<file path="src/design/bcvf_pkg.sv">
package bcvf_pkg;

    // Time and duration format: unsigned integer ticks
    localparam int TIME_W = 32;
    typedef logic [TIME_W-1:0] tick_t;

    // Configuration port
    localparam int CFG_IDX_W  = 2;
    localparam int CFG_DATA_W = 4;
    localparam int CHAN_OUT_W = 4;

    localparam logic [CFG_IDX_W-1:0] REG_CONTROL_CHANNELS = 2'd0;
    localparam logic [CFG_IDX_W-1:0] REG_DATA_CHANNELS    = 2'd1;
    localparam logic [CFG_IDX_W-1:0] REG_NODE_IS_CORE     = 2'd2;
    localparam logic [CFG_IDX_W-1:0] REG_EDGE_BUFFERING   = 2'd3;

    // Request operation codes
    localparam logic OP_DATA    = 1'b0;
    localparam logic OP_CONTROL = 1'b1;

    // Classified request as it travels through the queue
    typedef struct packed {
        logic  operation;
        tick_t arrival_time;
        tick_t burst_length;
        logic  fallback_ok;   // edge buffering may place an unplaced data burst
    } bcvf_req_t;

    // One channel's timing record
    typedef struct packed {
        tick_t horizon;
        tick_t void_begin;
        tick_t void_finish;
    } bcvf_row_t;

    // Saturating tick addition
    function automatic tick_t sat_add(input tick_t a, input tick_t b);
        logic [TIME_W:0] s;
        s = {1'b0, a} + {1'b0, b};
        return s[TIME_W] ? {TIME_W{1'b1}} : s[TIME_W-1:0];
    endfunction

endpackage

</file>
<file path="src/design/bcvf_ifs.sv">
// Request channel
interface bcvf_req_if import bcvf_pkg::*; ();
    logic  valid;
    logic  ready;
    logic  operation;
    tick_t arrival_time;
    tick_t burst_length;

    modport source (output valid, output operation, output arrival_time,
                    output burst_length, input ready);
    modport sink   (input valid, input operation, input arrival_time,
                    input burst_length, output ready);
endinterface

// Result channel
interface bcvf_res_if import bcvf_pkg::*; ();
    logic                  valid;
    logic                  ready;
    logic                  found;
    logic [CHAN_OUT_W-1:0] channel;
    tick_t                 start_time;

    modport source (output valid, output found, output channel,
                    output start_time, input ready);
    modport sink   (input valid, input found, input channel,
                    input start_time, output ready);
endinterface

// Configuration write channel
interface bcvf_cfg_if import bcvf_pkg::*; ();
    logic                  valid;
    logic                  ready;
    logic [CFG_IDX_W-1:0]  index;
    logic [CFG_DATA_W-1:0] data;

    modport source (output valid, output index, output data, input ready);
    modport sink   (input valid, input index, input data, output ready);
endinterface

</file>
<file path="src/design/bcvf_front.sv">
module bcvf_front import bcvf_pkg::*; #(
    parameter int CHANNELS = 16,
    localparam int CNT_W   = $clog2(CHANNELS + 1)
) (
    input  logic             clk,
    input  logic             rst_n,
    bcvf_cfg_if.sink         cfg,
    bcvf_req_if.sink         req,
    input  logic             q_full,
    output logic             q_push,
    output bcvf_req_t        q_req,
    output logic [CNT_W-1:0] q_first,
    output logic [CNT_W-1:0] q_stop
);

    localparam int WK_W = ((CNT_W > CFG_DATA_W) ? CNT_W : CFG_DATA_W) + 1;

    logic [CFG_DATA_W-1:0] ncc_reg;
    logic [CFG_DATA_W-1:0] ndc_reg;
    logic                  core_reg;
    logic                  buf_reg;

    logic [WK_W-1:0] ch_w;
    logic [WK_W-1:0] ncc_w;
    logic [WK_W-1:0] ndc_w;
    logic [WK_W-1:0] ncc_c;
    logic [WK_W-1:0] rem_c;
    logic [WK_W-1:0] ndc_c;
    logic [WK_W-1:0] last_c;

    // Configuration registers, always ready
    assign cfg.ready = 1'b1;

    always_ff @(posedge clk or negedge rst_n)
    begin
        if (!rst_n)
        begin
            ncc_reg  <= CFG_DATA_W'(1);
            ndc_reg  <= CFG_DATA_W'(15);
            core_reg <= 1'b1;
            buf_reg  <= 1'b0;
        end
        else if (cfg.valid)
        begin
            case (cfg.index)
                REG_CONTROL_CHANNELS: ncc_reg  <= cfg.data;
                REG_DATA_CHANNELS:    ndc_reg  <= cfg.data;
                REG_NODE_IS_CORE:     core_reg <= cfg.data[0];
                REG_EDGE_BUFFERING:   buf_reg  <= cfg.data[0];
                default: ;
            endcase
        end
    end

    // Clamp channel counts to the channels that exist
    always_comb
    begin
        ch_w   = WK_W'(CHANNELS);
        ncc_w  = WK_W'(ncc_reg);
        ndc_w  = WK_W'(ndc_reg);
        ncc_c  = (ncc_w > ch_w) ? ch_w : ncc_w;
        rem_c  = ch_w - ncc_c;
        ndc_c  = (ndc_w > rem_c) ? rem_c : ndc_w;
        last_c = ncc_c + ndc_c;
    end

    // Classify: scan range by operation, fallback eligibility
    assign req.ready = !q_full;
    assign q_push    = req.valid && !q_full;

    always_comb
    begin
        q_req.operation    = req.operation;
        q_req.arrival_time = req.arrival_time;
        q_req.burst_length = req.burst_length;
        q_req.fallback_ok  = !core_reg && buf_reg && (ndc_c != '0);
        if (req.operation == OP_CONTROL)
        begin
            q_first = '0;
            q_stop  = CNT_W'(ncc_c);
        end
        else
        begin
            q_first = CNT_W'(ncc_c);
            q_stop  = CNT_W'(last_c);
        end
    end

endmodule

</file>
<file path="src/design/bcvf_queue.sv">
module bcvf_queue #(
    parameter int W = 8
) (
    input  logic         clk,
    input  logic         rst_n,
    input  logic         push,
    input  logic [W-1:0] din,
    input  logic         pop,
    output logic         full,
    output logic         not_empty,
    output logic [W-1:0] dout
);

    localparam int DEPTH = 2;

    logic [W-1:0] entries_reg [DEPTH];
    logic         wr_ptr_reg;
    logic         rd_ptr_reg;
    logic [1:0]   count_reg;

    assign full      = (count_reg == 2'(DEPTH));
    assign not_empty = (count_reg != 2'd0);
    assign dout      = entries_reg[rd_ptr_reg];

    // Pointers and occupancy
    always_ff @(posedge clk or negedge rst_n)
    begin
        if (!rst_n)
        begin
            wr_ptr_reg <= 1'b0;
            rd_ptr_reg <= 1'b0;
            count_reg  <= 2'd0;
        end
        else
        begin
            if (push)
                wr_ptr_reg <= !wr_ptr_reg;
            if (pop)
                rd_ptr_reg <= !rd_ptr_reg;
            case ({push, pop})
                2'b10:   count_reg <= count_reg + 2'd1;
                2'b01:   count_reg <= count_reg - 2'd1;
                default: count_reg <= count_reg;
            endcase
        end
    end

    // Storage
    always_ff @(posedge clk)
    begin
        if (push)
            entries_reg[wr_ptr_reg] <= din;
    end

    a_no_overflow: assert property (@(posedge clk) disable iff (!rst_n)
        push |-> (count_reg != 2'(DEPTH)))
        else $error("queue written while full");

    a_no_underflow: assert property (@(posedge clk) disable iff (!rst_n)
        pop |-> (count_reg != 2'd0))
        else $error("queue read while empty");

endmodule

</file>
<file path="src/design/bcvf_back.sv">
module bcvf_back import bcvf_pkg::*; #(
    parameter int CHANNELS = 16,
    localparam int CNT_W   = $clog2(CHANNELS + 1),
    localparam int IDX_W   = $clog2(CHANNELS)
) (
    input  logic             clk,
    input  logic             rst_n,
    input  logic             q_valid,
    input  bcvf_req_t        q_req,
    input  logic [CNT_W-1:0] q_first,
    input  logic [CNT_W-1:0] q_stop,
    output logic             q_pop,
    bcvf_res_if.source       res
);

    typedef enum logic [1:0] {ST_IDLE, ST_SCAN, ST_DECIDE} state_t;

    // Channel table: one read port for the scan, one write at the decision
    bcvf_row_t mem [CHANNELS];
    bcvf_row_t rd_row_reg;

    state_t                state_reg,     state_next;
    bcvf_req_t             item_reg,      item_next;
    logic [CNT_W-1:0]      issue_reg,     issue_next;
    logic [CNT_W-1:0]      stop_reg,      stop_next;
    logic                  eval_vld_reg,  eval_vld_next;
    logic [IDX_W-1:0]      eval_idx_reg,  eval_idx_next;
    logic                  rd_ok_reg;
    logic [CHANNELS-1:0]   row_valid_reg, row_valid_next;
    logic                  have_reg,      have_next;
    tick_t                 gap_reg,       gap_next;
    logic [IDX_W-1:0]      best_idx_reg,  best_idx_next;
    bcvf_row_t             best_row_reg,  best_row_next;
    logic                  min_seen_reg,  min_seen_next;
    logic [IDX_W-1:0]      min_idx_reg,   min_idx_next;
    bcvf_row_t             min_row_reg,   min_row_next;
    logic                  out_valid_reg, out_valid_next;
    logic                  res_found_reg, res_found_next;
    logic [CHAN_OUT_W-1:0] res_chan_reg,  res_chan_next;
    tick_t                 res_start_reg, res_start_next;

    logic [IDX_W-1:0] rd_addr;
    bcvf_row_t        cur_row;
    tick_t            t_arr;
    tick_t            g_void;
    tick_t            g_hor;
    logic             void_ok;
    logic             take_void;
    logic             have1;
    tick_t            gap1;
    logic             take_hor;

    logic             found;
    logic [IDX_W-1:0] sel_idx;
    bcvf_row_t        sel_row;
    tick_t            start;
    tick_t            end_time;
    bcvf_row_t        new_row;
    logic             emit_ok;
    logic             mem_wr;

    assign rd_addr = issue_reg[IDX_W-1:0];
    assign cur_row = rd_ok_reg ? rd_row_reg : '0;
    assign t_arr   = item_reg.arrival_time;

    // Per-channel evaluation: void first, then the horizon
    always_comb
    begin
        g_void    = t_arr - cur_row.void_begin;
        g_hor     = t_arr - cur_row.horizon;
        void_ok   = (item_reg.operation == OP_DATA)
                    && (t_arr >= cur_row.void_begin)
                    && (cur_row.void_finish >= t_arr)
                    && ((cur_row.void_finish - t_arr) >= item_reg.burst_length);
        take_void = void_ok && (!have_reg || (g_void < gap_reg));
        have1     = have_reg || take_void;
        gap1      = take_void ? g_void : gap_reg;
        take_hor  = (t_arr >= cur_row.horizon) && (!have1 || (g_hor < gap1));
    end

    // Decision and record update
    always_comb
    begin
        found    = have_reg || (item_reg.fallback_ok && (item_reg.operation == OP_DATA));
        sel_idx  = have_reg ? best_idx_reg : min_idx_reg;
        sel_row  = have_reg ? best_row_reg : min_row_reg;
        start    = have_reg ? t_arr : min_row_reg.horizon;
        end_time = sat_add(start, item_reg.burst_length);
        new_row  = sel_row;
        if (item_reg.operation == OP_CONTROL)
            new_row.horizon = end_time;
        else if (start == sel_row.horizon)
            new_row.horizon = end_time;
        else if (start > sel_row.horizon)
        begin
            new_row.void_begin  = sel_row.horizon;
            new_row.horizon     = end_time;
            new_row.void_finish = start;
        end
        else
            new_row.void_begin = end_time;
    end

    assign emit_ok = !out_valid_reg || res.ready;
    assign mem_wr  = (state_reg == ST_DECIDE) && emit_ok && found;
    assign q_pop   = (state_reg == ST_IDLE) && q_valid;

    // Sequencer next state
    always_comb
    begin
        state_next     = state_reg;
        item_next      = item_reg;
        issue_next     = issue_reg;
        stop_next      = stop_reg;
        eval_vld_next  = 1'b0;
        eval_idx_next  = eval_idx_reg;
        row_valid_next = row_valid_reg;
        have_next      = have_reg;
        gap_next       = gap_reg;
        best_idx_next  = best_idx_reg;
        best_row_next  = best_row_reg;
        min_seen_next  = min_seen_reg;
        min_idx_next   = min_idx_reg;
        min_row_next   = min_row_reg;
        out_valid_next = out_valid_reg && !res.ready;
        res_found_next = res_found_reg;
        res_chan_next  = res_chan_reg;
        res_start_next = res_start_reg;

        case (state_reg)
            ST_IDLE:
            begin
                if (q_valid)
                begin
                    item_next     = q_req;
                    issue_next    = q_first;
                    stop_next     = q_stop;
                    have_next     = 1'b0;
                    min_seen_next = 1'b0;
                    state_next    = ST_SCAN;
                end
            end

            ST_SCAN:
            begin
                // Issue one channel read per cycle
                if (issue_reg < stop_reg)
                begin
                    eval_vld_next = 1'b1;
                    eval_idx_next = rd_addr;
                    issue_next    = issue_reg + CNT_W'(1);
                end
                // Evaluate the channel read in the previous cycle
                if (eval_vld_reg)
                begin
                    if (take_hor)
                    begin
                        have_next     = 1'b1;
                        gap_next      = g_hor;
                        best_idx_next = eval_idx_reg;
                        best_row_next = cur_row;
                    end
                    else if (take_void)
                    begin
                        have_next     = 1'b1;
                        gap_next      = g_void;
                        best_idx_next = eval_idx_reg;
                        best_row_next = cur_row;
                    end
                    if (!min_seen_reg || (cur_row.horizon < min_row_reg.horizon))
                    begin
                        min_seen_next = 1'b1;
                        min_idx_next  = eval_idx_reg;
                        min_row_next  = cur_row;
                    end
                end
                // All reads issued; the last one is evaluated in this cycle
                if (!(issue_reg < stop_reg))
                    state_next = ST_DECIDE;
            end

            ST_DECIDE:
            begin
                if (emit_ok)
                begin
                    out_valid_next = 1'b1;
                    res_found_next = found;
                    res_chan_next  = found ? CHAN_OUT_W'(sel_idx) : '0;
                    res_start_next = found ? start : '0;
                    if (found)
                        row_valid_next[sel_idx] = 1'b1;
                    state_next = ST_IDLE;
                end
            end

            default:
                state_next = ST_IDLE;
        endcase
    end

    // State and registered outputs
    always_ff @(posedge clk or negedge rst_n)
    begin
        if (!rst_n)
        begin
            state_reg     <= ST_IDLE;
            item_reg      <= '0;
            issue_reg     <= '0;
            stop_reg      <= '0;
            eval_vld_reg  <= 1'b0;
            eval_idx_reg  <= '0;
            rd_ok_reg     <= 1'b0;
            row_valid_reg <= '0;
            have_reg      <= 1'b0;
            gap_reg       <= '0;
            best_idx_reg  <= '0;
            best_row_reg  <= '0;
            min_seen_reg  <= 1'b0;
            min_idx_reg   <= '0;
            min_row_reg   <= '0;
            out_valid_reg <= 1'b0;
            res_found_reg <= 1'b0;
            res_chan_reg  <= '0;
            res_start_reg <= '0;
        end
        else
        begin
            state_reg     <= state_next;
            item_reg      <= item_next;
            issue_reg     <= issue_next;
            stop_reg      <= stop_next;
            eval_vld_reg  <= eval_vld_next;
            eval_idx_reg  <= eval_idx_next;
            rd_ok_reg     <= row_valid_reg[rd_addr];
            row_valid_reg <= row_valid_next;
            have_reg      <= have_next;
            gap_reg       <= gap_next;
            best_idx_reg  <= best_idx_next;
            best_row_reg  <= best_row_next;
            min_seen_reg  <= min_seen_next;
            min_idx_reg   <= min_idx_next;
            min_row_reg   <= min_row_next;
            out_valid_reg <= out_valid_next;
            res_found_reg <= res_found_next;
            res_chan_reg  <= res_chan_next;
            res_start_reg <= res_start_next;
        end
    end

    // Channel table storage
    always_ff @(posedge clk)
    begin
        if (mem_wr)
            mem[sel_idx] <= new_row;
        rd_row_reg <= mem[rd_addr];
    end

    assign res.valid      = out_valid_reg;
    assign res.found      = res_found_reg;
    assign res.channel    = res_chan_reg;
    assign res.start_time = res_start_reg;

    a_eval_in_scan: assert property (@(posedge clk) disable iff (!rst_n)
        eval_vld_reg |-> (state_reg == ST_SCAN))
        else $error("channel evaluated outside the scan");

    a_write_in_range: assert property (@(posedge clk) disable iff (!rst_n)
        mem_wr |-> (CNT_W'(sel_idx) < CNT_W'(CHANNELS)))
        else $error("channel table written beyond the channel count");

    a_drop_clean: assert property (@(posedge clk) disable iff (!rst_n)
        (out_valid_reg && !res_found_reg) |-> (res_chan_reg == '0 && res_start_reg == '0))
        else $error("dropped result carries channel or start time");

    a_fallback_has_min: assert property (@(posedge clk) disable iff (!rst_n)
        (state_reg == ST_DECIDE && !have_reg && found) |-> min_seen_reg)
        else $error("buffered burst placed without an earliest horizon");

endmodule

</file>
<file path="src/design/burst_channel_void_filling_scheduler.sv">
// Burst channel scheduler, latest available unused channel with void filling.
// Each request transaction gets exactly one result transaction. A request
// scans only the channels of its kind (control channels for a control
// packet, data channels for a data burst) through the channel table's single
// read port, one channel per cycle. An item is handled in steps: the request
// is picked from the queue, its channels are read one by one, the last read
// lands, and, once the result register is free, the block decides, updates
// the table and loads the result register. The request queue holds two
// transactions and the result register one, so the request side keeps
// accepting while a result waits, until the queue is full. All timing records
// read as zero after reset; no clearing pass is needed.
module burst_channel_void_filling_scheduler import bcvf_pkg::*; #(
    parameter int CHANNELS = 16
) (
    input  logic       clk,
    input  logic       rst_n,
    bcvf_cfg_if.sink   cfg,
    bcvf_req_if.sink   req,
    bcvf_res_if.source res
);

    localparam int CNT_W = $clog2(CHANNELS + 1);
    localparam int Q_W   = $bits(bcvf_req_t) + 2 * CNT_W;

    logic             q_full;
    logic             q_push;
    logic             q_pop;
    logic             q_not_empty;
    bcvf_req_t        f_req;
    logic [CNT_W-1:0] f_first;
    logic [CNT_W-1:0] f_stop;
    logic [Q_W-1:0]   q_din;
    logic [Q_W-1:0]   q_dout;
    bcvf_req_t        b_req;
    logic [CNT_W-1:0] b_first;
    logic [CNT_W-1:0] b_stop;

    // Front: configuration and request classification
    bcvf_front #(.CHANNELS(CHANNELS)) u_front (
        .clk     (clk),
        .rst_n   (rst_n),
        .cfg     (cfg),
        .req     (req),
        .q_full  (q_full),
        .q_push  (q_push),
        .q_req   (f_req),
        .q_first (f_first),
        .q_stop  (f_stop)
    );

    assign q_din = {f_req, f_first, f_stop};

    // Decoupling queue
    bcvf_queue #(.W(Q_W)) u_queue (
        .clk       (clk),
        .rst_n     (rst_n),
        .push      (q_push),
        .din       (q_din),
        .pop       (q_pop),
        .full      (q_full),
        .not_empty (q_not_empty),
        .dout      (q_dout)
    );

    assign {b_req, b_first, b_stop} = q_dout;

    // Back: channel scan, decision, table update
    bcvf_back #(.CHANNELS(CHANNELS)) u_back (
        .clk     (clk),
        .rst_n   (rst_n),
        .q_valid (q_not_empty),
        .q_req   (b_req),
        .q_first (b_first),
        .q_stop  (b_stop),
        .q_pop   (q_pop),
        .res     (res)
    );

endmodule

</file>
<file path="src/flat_wrapper.sv">
// flat-port wrapper written by rule: the top's interface ports become plain ports
module burst_channel_void_filling_scheduler_flat import bcvf_pkg::*;
#(
    parameter int CHANNELS = 16
)
  (clk, rst_n, cfg_valid, cfg_index, cfg_data, cfg_ready, req_valid, req_operation, req_arrival_time, req_burst_length, req_ready, res_valid, res_found, res_channel, res_start_time, res_ready);
  bcvf_cfg_if cfg_i ();
  bcvf_req_if req_i ();
  bcvf_res_if res_i ();
  input  logic clk;
  input  logic rst_n;
  input wire logic [$bits(cfg_i.valid)-1:0] cfg_valid;
  input wire logic [$bits(cfg_i.index)-1:0] cfg_index;
  input wire logic [$bits(cfg_i.data)-1:0] cfg_data;
  output wire logic [$bits(cfg_i.ready)-1:0] cfg_ready;
  input wire logic [$bits(req_i.valid)-1:0] req_valid;
  input wire logic [$bits(req_i.operation)-1:0] req_operation;
  input wire logic [$bits(req_i.arrival_time)-1:0] req_arrival_time;
  input wire logic [$bits(req_i.burst_length)-1:0] req_burst_length;
  output wire logic [$bits(req_i.ready)-1:0] req_ready;
  output wire logic [$bits(res_i.valid)-1:0] res_valid;
  output wire logic [$bits(res_i.found)-1:0] res_found;
  output wire logic [$bits(res_i.channel)-1:0] res_channel;
  output wire logic [$bits(res_i.start_time)-1:0] res_start_time;
  input wire logic [$bits(res_i.ready)-1:0] res_ready;
  assign cfg_i.valid = cfg_valid;
  assign cfg_i.index = cfg_index;
  assign cfg_i.data = cfg_data;
  assign cfg_ready = cfg_i.ready;
  assign req_i.valid = req_valid;
  assign req_i.operation = req_operation;
  assign req_i.arrival_time = req_arrival_time;
  assign req_i.burst_length = req_burst_length;
  assign req_ready = req_i.ready;
  assign res_valid = res_i.valid;
  assign res_found = res_i.found;
  assign res_channel = res_i.channel;
  assign res_start_time = res_i.start_time;
  assign res_i.ready = res_ready;
  burst_channel_void_filling_scheduler #(.CHANNELS(CHANNELS)) u_core (.clk(clk), .rst_n(rst_n), .cfg(cfg_i), .req(req_i), .res(res_i));
endmodule
</file>
<file path="config.mk">
export PLATFORM = sky130hd
export DESIGN_NAME = burst_channel_void_filling_scheduler_flat
export DESIGN_NICKNAME = d
export VERILOG_FILES = /design/src/design/bcvf_pkg.sv /design/src/design/bcvf_ifs.sv /design/src/design/bcvf_front.sv /design/src/design/bcvf_queue.sv /design/src/design/bcvf_back.sv /design/src/design/burst_channel_void_filling_scheduler.sv /design/src/flat_wrapper.sv
export SDC_FILE = /design/constraint.sdc
export NUM_CORES = 2
export LEC_CHECK = 0
export ABC_CLOCK_PERIOD_IN_PS = 23600
export BUFFER_PORTS_ARGS = -buffer_cell sky130_fd_sc_hd__buf_2
export CAP_MARGIN = 20
export CORE_ASPECT_RATIO = 0.6
export CORE_MARGIN = 2
export CORE_UTILIZATION = 45
export DETAILED_ROUTE_END_ITERATION = 7
export PLACE_DENSITY = 0.63
export SLEW_MARGIN = 20
export SYNTH_ARGS = -nofsm -noshare
export SYNTH_HDL_FRONTEND = slang
export SYNTH_SLANG_ARGS = --single-unit
</file>
<file path="constraint.sdc">
create_clock -name clk -period 23.6 [get_ports clk]
set_clock_uncertainty 0.05 [all_clocks]
set_input_delay 7.08 -clock clk [delete_from_list [all_inputs] [get_ports clk]]
set_output_delay 7.08 -clock clk [all_outputs]
set_load 0.05 [all_outputs]
</file>
==> results.yml <==
floorplanning:
  row_count: 129
  start_util_pct: 45.30
  dieArea_um2: 211300
  fp.dieW_um: 592.0
  boundaryPins: 116
  die_h_um: 356.8
  core_area_um2: 206100
yosys:
  syn-num-nets: 6169
  synth_edf_count: 1686
  ys_seq_elements: 2168
  yosysWarnings: 0
  yosysTopAreaCellShare_pct: 54.23
  yosysUniqueCellTypes: 82
  async_flop_share_pct: 17.80
  synthCells: 5786
  synth.cell_area_um2: 93370
  avgSynthCellArea_um2: 16.14
  ys.flop_type: "edfxtp_1"
  synth_largest_area_cell: "edfxtp_1"
  ys_top_cells_by_area: "edfxtp_1 54%, mux4_2 12%, dfrtp_1 10%, ha_1 4.0%, dfxtp_1 2.1%"
  ys_seq_area_share_pct: 66.64
worst_hold_path:
  min-delay-start: "u_core.u_back.row_valid_reg[11]"
  hp-class: "flop to flop"
  whs_path_depth: 1
  hold_path_end: "u_core.u_back.row_valid_reg[11]"
timing:
  rsz0062_at_grt: "false"
  fin_crit_sh_pct: 48.49
  slew_headroom_pct: 22.40
  setup_tns_ps: 0
  final_max_slew_viol_count: 0
  clock.fmax_mhz: 87.39
  worstMarginPinSlew_ps: 1164
  finalHoldViolations: 0
  min_period_ps: 11440
  setup_viol: 0
  hold_slack_ps: 412.9
grt:
  track_usage_pct: 24.86
  grt_pass1_wl_um: 377300
  antenna_found_initial: 22
  grt.overflow.total: 0
  first_global_vias: 51780
  grt_max_degree: 134
worst_setup_path:
  worst_path_max_delay_cell: "buf_4"
  worstReg2RegEnd: "u_core.u_back.best_row_reg[95]"
  worstRegToRegCells: 38
  cp-end-kind: "flop"
  slowest_delay_ps: 740
  r2r-start: "u_core.u_back.rd_ok_reg"
  crit_buf_inv: 4
  worstSetupPathType: "flop to flop"
  r2r_slack_ps: 12160
  crit_family: "compound AO/OA/AOI/OAI gates"
  start_kind: "flop"
  worstPathRequired_ps: 24260
  crit_arrival_ps: 12100
  path_max_fanout: 48
cells_and_area:
  regArea_um2: 62240
  largest_reg_flops: 1536
  layout.nets: 6372
  final_common_cell: "edfxtp_1"
  drive_gt1_share_pct: 19.86
  nFillCells: 16770
  multi_input_area_um2: 29440
  area_delta_synth_final_pct: 11.67
  layout_common_cells: "1,686 x edfxtp_1, 485 x mux4_2, 373 x dfrtp_1"
  final-instance-count-excl-fill: 8899
  design_area_um2: 104300
placement:
  placed_area_um2: 97880
  io_buffer_count: 114
  placed_cells: 8543
  dp_hpwl_um: 170400
  gp_congestion: 0.9555
route:
  drt-pass1-iter-count: 5
  drt_iter0_markers: 6951
  ant_nets: 0
  finalWirelength_um: 263800
  vias: 53870
  viasPerCell: 6.053
  wl_per_cell_um: 29.64
  route.detailed.drc: 0
clock_network:
  cts_resized: 0
  clockBufferDepth: 4
  clock_latency_ps: 890
  htreeDepth: 4
  cts_tree: "yes"
  cts_buffers: 193
  cts-root-buf: "clkbuf_16"
  clkTransAtPathRegs_ps: 70
  cts_setup_buffers: 0
  clock-sinks: 2168
  postCtsHoldBufs: 0
flow_run:
  max_cap_viol_count: 0
outcome:
  status: "finished, final reports clean"
-- metal layers --
metal  track usage, %  share of wire [%]
met5                0              0.036
met4            4.244                1.5
met3            5.913                 10
met2            34.22                 42
met1            40.22                 47
-- cell usage after synthesis (all sizes together) (6+ instances only) --
cell,number
o311ai,11
a21o,83
and3,25
edfxtp,1686
clkbuf,197
o21bai,9
nor4,8
ha,302
inv,264
xor2,33
dfstp,6
nand2,348
o21a,30
dfxtp,96
mux2i,165
or2,27
nor2,176
a211oi,61
o211ai,19
o31ai,28
mux2,121
nor2b,75
nand3,54
o21ai,307
a21oi,320
and2,42
mux4,485
buf,72
a211o,14
a31oi,8
nand4,37
or3,17
a221o,8
a221oi,6
nor3,62
nand2b,33
a21boi,9
xnor2,78
dfrtp,380
-- metrics by stage --
stage          worst slack, ps  util, %
6_report                 12160    50.59
5_1_grt                  11470    50.58
4_1_cts                  12450    50.50
3_5_place_dp             12040    47.49
3_3_place_gp             12050    47.45
2_1_floorplan            11100        -
-- cell families after synthesis --
logic type / share of synthesized area (%)
simple gates: 4.647
other cells: 0.004016
mux: 14.93
fa+ha+maj: 4.154
xor+xnor: 1.041
buf+inv: 2.280
flops: 66.64
compound gates: 6.308
-- worst reg2reg max path: cells and delay by family (launching register included) --
kind / cells / cell delay [ps]
compound gates: 21 / 5080
buf+inv: 4 / 2430
simple gates: 7 / 1520
fa+ha+maj: 3 / 890
mux: 2 / 760
flops: 1 / 490
xor+xnor: 1 / 110
-- how the worst max path moves through the flow --
stage          slack [ps]  cells past startpoint                             end                     from
2_1_floorplan       11100                      7  u_core.u_back.row_valid_reg[1]                res_ready
3_3_place_gp        12050                     10        u_core.u_back.mem[15][5]                res_ready
3_5_place_dp        12040                     10        u_core.u_back.mem[15][4]                res_ready
4_1_cts             12450                     38  u_core.u_back.best_row_reg[95]  u_core.u_back.rd_ok_reg
5_1_grt             11470                     38  u_core.u_back.best_row_reg[95]  u_core.u_back.rd_ok_reg
6_report            12160                     38  u_core.u_back.best_row_reg[95]  u_core.u_back.rd_ok_reg
-- cell type report --
cell class              instances  share of cell area, %
flip-flops and latches       2168                  59.70
inverters                     265                 0.9540
diodes                          6                0.01440
multi-input cells            3084                  28.23
clock inverters                83                 0.8892
well taps                    2751                  3.301
repair buffers                277                  1.853
clock buffers                 265                  5.058
Power is left out: the tool's default activity adds up to more than one toggle a clock period on the data nets, which glitch-free logic cannot reach.
